$ cat config.mk
export PLATFORM = sky130hd
export DESIGN_NAME = vdp_ctrl
export DESIGN_NICKNAME = d
export VERILOG_FILES = /design/src/design/voxel_distance_propagation_top_defines.svh /design/src/design/vdp_pkg.sv /design/src/design/vdp_ctrl.sv
export SDC_FILE = /design/constraint.sdc
export NUM_CORES = 1
export LEC_CHECK = 0
export CORE_AREA = 2 2 39 41
export CTS_CLUSTER_DIAMETER = 80
export DETAILED_ROUTE_END_ITERATION = 6
export DIE_AREA = 0 0 41 43
export DONT_BUFFER_PORTS = 1
export GPL_TIMING_DRIVEN = 0
export MAX_ROUTING_LAYER = met4
export PLACE_DENSITY = 0.79
export SLEW_MARGIN = 20
export SYNTH_ARGS = -nofsm -noshare
export SYNTH_HDL_FRONTEND = slang
export SYNTH_SLANG_ARGS = --single-unit
$ cat constraint.sdc
create_clock -name clk -period 2.35 [get_ports clk]
set_input_delay 0.47 -clock clk [delete_from_list [all_inputs] [get_ports clk]]
set_output_delay 0.47 -clock clk [all_outputs]
set_load 0.005 [all_outputs]
$ cat src/design/voxel_distance_propagation_top_defines.svh
// ---------------------------------------------------------------------------
// Voxel distance propagation assertion macros
// Shared property shapes for the top level checks.
// ---------------------------------------------------------------------------
`ifndef VOXEL_DISTANCE_PROPAGATION_TOP_DEFINES_SVH
`define VOXEL_DISTANCE_PROPAGATION_TOP_DEFINES_SVH

// same-cycle implication
`define VDP_ASSERT_NOW(lbl, ant, con, msg) \
	lbl: assert property (@(posedge clk) disable iff (!arst_n) (ant) |-> (con)) \
		else $error(msg);

// next-cycle implication
`define VDP_ASSERT_NEXT(lbl, ant, con, msg) \
	lbl: assert property (@(posedge clk) disable iff (!arst_n) (ant) |=> (con)) \
		else $error(msg);

`endif

$ cat src/design/vdp_pkg.sv
// ---------------------------------------------------------------------------
// vdp_pkg
// Types, sizes and codes shared by the distance propagation modules.
// ---------------------------------------------------------------------------
package vdp_pkg;

	localparam int CELLS_PER_AXIS = 32;
	localparam int AXIS_W         = 5;
	localparam int CELL_W         = 3 * AXIS_W;
	localparam int GRID_CELLS     = CELLS_PER_AXIS * CELLS_PER_AXIS * CELLS_PER_AXIS;
	localparam int QUEUE_ENTRIES  = 4096;
	localparam int QPTR_W         = 12;
	localparam int POOL_W         = QPTR_W + 1;
	localparam int MAX_DIST_LIMIT = 31;
	localparam int BUCKETS        = MAX_DIST_LIMIT * MAX_DIST_LIMIT + 1;
	localparam int BKT_W          = 10;
	localparam int DIST_W         = 10;
	localparam int DSUM_W         = 12;

	typedef enum logic [1:0] {
		ACT_ADD   = 2'd0,
		ACT_PROP  = 2'd1,
		ACT_QUERY = 2'd2,
		ACT_CLEAR = 2'd3
	} act_t;

	typedef enum logic [4:0] {
		S_INIT, S_IDLE, S_CLR, S_ADD, S_PUSH, S_PUSHW, S_QRD, S_OUT,
		S_BRD, S_BCHK, S_CRD, S_NLAT, S_NB, S_NCMP, S_CEND, S_QNLAT, S_BNEXT
	} ctrl_state_t;

	typedef enum logic [4:0] {
		OP_NONE, OP_LOAD, OP_SWEEP, OP_ADD, OP_PUSH_RD, OP_PUSH_WR, OP_QRD, OP_OUT,
		OP_BRD, OP_BCHK, OP_CRD, OP_NLAT, OP_NB, OP_NCMP, OP_CEND, OP_QNLAT, OP_BNEXT
	} dp_op_t;

	typedef struct packed {
		dp_op_t op;
		logic   in_prop;
	} dp_cmd_t;

	typedef struct packed {
		logic sw_last;
		logic blive;
		logic nb_end;
		logic nb_ok;
		logic better;
		logic want_push;
		logic cell_last;
		logic b_last;
		logic pool_full;
		logic push_cur;
	} dp_sts_t;

	typedef struct packed {
		logic              live;
		logic [QPTR_W-1:0] head;
		logic [QPTR_W-1:0] tail;
	} bkt_t;

endpackage

$ cat src/design/vdp_ctrl.sv
// ---------------------------------------------------------------------------
// vdp_ctrl
// Sequencer for add, propagate, query and clear, driving the datapath.
// ---------------------------------------------------------------------------
module vdp_ctrl (
	input  logic             clk,
	input  logic             arst_n,
	input  logic             start,
	input  logic [1:0]       action,
	input  vdp_pkg::dp_sts_t sts,
	output vdp_pkg::dp_cmd_t cmd,
	output logic             busy
);
	import vdp_pkg::*;

	ctrl_state_t state_q, state_d, ret_q, ret_d;

	always_ff @(posedge clk or negedge arst_n) begin
		if (!arst_n) begin
			state_q <= S_INIT;
			ret_q   <= S_OUT;
		end else begin
			state_q <= state_d;
			ret_q   <= ret_d;
		end
	end

	always_comb begin
		state_d     = state_q;
		ret_d       = ret_q;
		cmd.op      = OP_NONE;
		cmd.in_prop = (ret_q == S_NB);
		busy        = (state_q != S_IDLE);
		case (state_q)
			S_INIT: begin
				cmd.op = OP_SWEEP;
				if (sts.sw_last) state_d = S_IDLE;
			end
			S_IDLE: begin
				if (start) begin
					cmd.op = OP_LOAD;
					case (act_t'(action))
						ACT_ADD:   state_d = S_ADD;
						ACT_PROP:  state_d = S_BRD;
						ACT_QUERY: state_d = S_QRD;
						ACT_CLEAR: state_d = S_CLR;
						default:   state_d = S_IDLE;
					endcase
				end
			end
			S_CLR: begin
				cmd.op = OP_SWEEP;
				if (sts.sw_last) state_d = S_OUT;
			end
			S_ADD: begin
				cmd.op  = OP_ADD;
				ret_d   = S_OUT;
				state_d = S_PUSH;
			end
			S_PUSH: begin
				cmd.op = OP_PUSH_RD;
				if (sts.pool_full || sts.push_cur) state_d = ret_q;
				else state_d = S_PUSHW;
			end
			S_PUSHW: begin
				cmd.op  = OP_PUSH_WR;
				state_d = ret_q;
			end
			S_QRD: begin
				cmd.op  = OP_QRD;
				state_d = S_OUT;
			end
			S_OUT: begin
				cmd.op  = OP_OUT;
				state_d = S_IDLE;
			end
			S_BRD: begin
				cmd.op  = OP_BRD;
				state_d = S_BCHK;
			end
			S_BCHK: begin
				cmd.op  = OP_BCHK;
				state_d = sts.blive ? S_CRD : S_BNEXT;
			end
			S_CRD: begin
				cmd.op  = OP_CRD;
				state_d = S_NLAT;
			end
			S_NLAT: begin
				cmd.op  = OP_NLAT;
				state_d = S_NB;
			end
			S_NB: begin
				cmd.op = OP_NB;
				if (sts.nb_end) state_d = S_CEND;
				else if (sts.nb_ok) state_d = S_NCMP;
			end
			S_NCMP: begin
				cmd.op = OP_NCMP;
				if (sts.better && sts.want_push) begin
					ret_d   = S_NB;
					state_d = S_PUSH;
				end else begin
					state_d = S_NB;
				end
			end
			S_CEND: begin
				cmd.op  = OP_CEND;
				state_d = sts.cell_last ? S_BNEXT : S_QNLAT;
			end
			S_QNLAT: begin
				cmd.op  = OP_QNLAT;
				state_d = S_CRD;
			end
			S_BNEXT: begin
				cmd.op  = OP_BNEXT;
				state_d = sts.b_last ? S_OUT : S_BRD;
			end
			default: state_d = S_IDLE;
		endcase
	end

endmodule

==> metrics.txt <==
outcome complete, no violations; Slew Limit Fails 0; placed cells 113; Post-synth EDFFs 0; Setup crit end kind primary output; Detailed Route Iter0 Violations 23; Overflow after GRT 0; most used cell, CP nor2_1; sw frac 49.0%; Top Metal Used met4; Tightest Hold Check Type primary input to async pin; Tmin final 1.88 ns; net switching power 0.437 mW; commonest non-fill, non-tap cell in the layout nor2_1; Layout fillers 139; synth top area cells dfrtp_1 (20%), nor2b_1 (6.5%), nor2_1 (4.9%); Chip Height 43 microns; clock sink count 7; first-pass GRT wire length ~3300 microns; Sequential Area 176 sq um; Max Cap Viol 0; fin crit share 80.2%; wire length on met1 952 microns; largest net degree at the start of global routing 11; worst-path fanout max 10; Rows 14; final wirelength 2210 microns; DRC viols 0; initial core utilization between 50% and 60%; CTS tree done; synthesized instance count 97; initial antenna violation count 0; CP Buf/Inv Count 1; combinational share of power 65.7%; WL met2 1040 microns; slew margin rel. 71.4%; NumNets Final 118; sequential power share 21.2%; number of global-route vias before repair 731; setup violators final 0; clock latency on the worst-skew pair about 0.26 ns; detailed-route via count 780; Total GRT Usage 28.4%; Finished Layout Cells 118; worst-case vdd ir drop 0.559 mV; syn nets approximately 110; worst-path cell chain buf_4 -> nor3_1 -> nor2_1 -> nor2_1; CP Class flop to primary output; startpoint types flop; clock buffer count from CTS 3; H-tree Lvls 1; Core Area 1380 sq um; flops & latches, synth 7; fmax between 500 and 600 MHz; area grow syn2layout 7.33%; Synth top area share 19.5%; Async SR Flop Fraction 100%; top_reg_cell synth dfrtp_1; multi-input combinational cell area around 530 sq um; DPL Wire Length 1620 microns; crit-path leading delay family simple AND/OR/NAND/NOR gates; CP arrival 1.41 ns; root buffer cell clkbuf_4; Pre-antenna DRT Iters 4; PortBufs 0; layout cell share with drive strength beyond 1 17.6%; post-synthesis sequential area ratio 23.0%; Avg WL per Cell 18.7 microns; met3 wire len 178 microns; Clock power frac 13.0%; GP Congestion 0.970; clk slew on worst S/H paths 0.06 ns; Post-CTS Setup Inserts 0; yosys warns 0; Antenna Diode Count 0; Worst Max-Slew Pin Slew 0.425 ns; I/O pins 22; post-route ant nets 0; Syn Area/Cell 7.92 sq um; Max clock buf depth 2; unrepaired setup endpoints after global routing false; Die X 41 microns; Worst path max stage delay 0.43 ns; Critical-path top delay cell dfrtp_1; Syn Std Cell Area slightly below 800 sq um; Data required, critical path 1.88 ns; dominant cell type by area after synthesis dfrtp_1; Die ar. 1760 sq um; Vias/cell 6.61; internal power ~0.46 mW; LEAKAGE between 0.3 and 0.4 nW; Worst path depth 4; most frequent cells in the layout nor2_1 (10), nor2b_1 (8), a21oi_1 (7); Setup TNS 0 ns; post-synth cell types 44; Clock Skew 0.00536 ns; Hold Violations, Final 0; r2r worst-path depth 5; pwr/cell area around 1100 nW/um^2
-- layout make-up --
type | instances | share of cell area (%)
clock buffers | 4 | 3.19
inverters | 4 | 1.82
multi-input cells | 78 | 64.0
well taps | 16 | 2.43
plain buffers | 8 | 5.92
flip-flops and latches | 7 | 21.4
repair buffers | 1 | 1.21
-- per-stage QoR --
stage	power, mW	setup WS [ns]	util (%)	hold slack (ns)	instance area, sq um
2_1_floorplan	0.643	0.830	-	0.174	768
3_3_place_gp	0.746	0.707	57.0	0.175	788
3_5_place_dp	0.762	0.679	57.0	0.175	788
4_1_cts	0.883	0.494	59.6	0.0542	825
5_1_grt	0.960	0.390	59.6	0.0388	825
6_report	0.893	0.465	59.6	0.0559	825
-- final timing paths --
path	slack, ns	end	startpoint
max	0.47	cmd[2]	state_q[0]
min	0.06	ret_q[1]	arst_n
max reg2reg	0.62	state_q[0]	state_q[3]
min reg2reg	0.56	ret_q[1]	ret_q[1]
max in group asynchronous	1.60	state_q[1]	arst_n
min in group clk	0.41	state_q[4]	sts[3]
-- registers in the layout, summed over array words and instances, names as in the netlist --
register and count:
state_q 5, ret_q 2
-- power groups by stage --
stage | registers (mW) | clock network, mW | logic, mW
2_1_floorplan | 0.180 | 0 | 0.463
3_5_place_dp | 0.190 | 0 | 0.572
4_1_cts | 0.188 | 0.117 | 0.578
6_report | 0.190 | 0.116 | 0.587
5_1_grt | 0.194 | 0.128 | 0.637
3_3_place_gp | 0.190 | 0 | 0.556
-- layer usage --
layer | vias to the layer above | track usage, %
li1 | 377 | -
met1 | 356 | 38.6
met2 | 41 | 40.6
met3 | 6 | 7.85
met4 | 0 | 8.00
met5 | - | -
-- kinds of logic after synthesis --
kind of cell              count (synthesis)  synth area share [%]
DFF                                       7                  23.0
and+or+nand+nor                          49                  39.6
AOI/OAI and AO/OA                        28                  28.0
buffers and inverters                    12                  8.31
xor gates and xnor gates                  1                  1.14
-- synthesized netlist by cell type (2+ instances only) --
master	count
or2b_1	2
buf_2	6
inv_1	4
nand3_1	4
nor3_1	3
nor4_1	2
nand4_1	3
nor2_1	10
nor4b_1	2
nand2_1	5
nor2b_1	8
o211ai_1	3
a31oi_1	2
a21oi_1	7
a21boi_0	2
dfrtp_1	6
-- what timing repair did --
item	in CTS	in global routing
gates resized for setup	0	0
hold buffers	1	0
endpoints found under the hold margin	6	0
(Power assumes the default switching activity.)
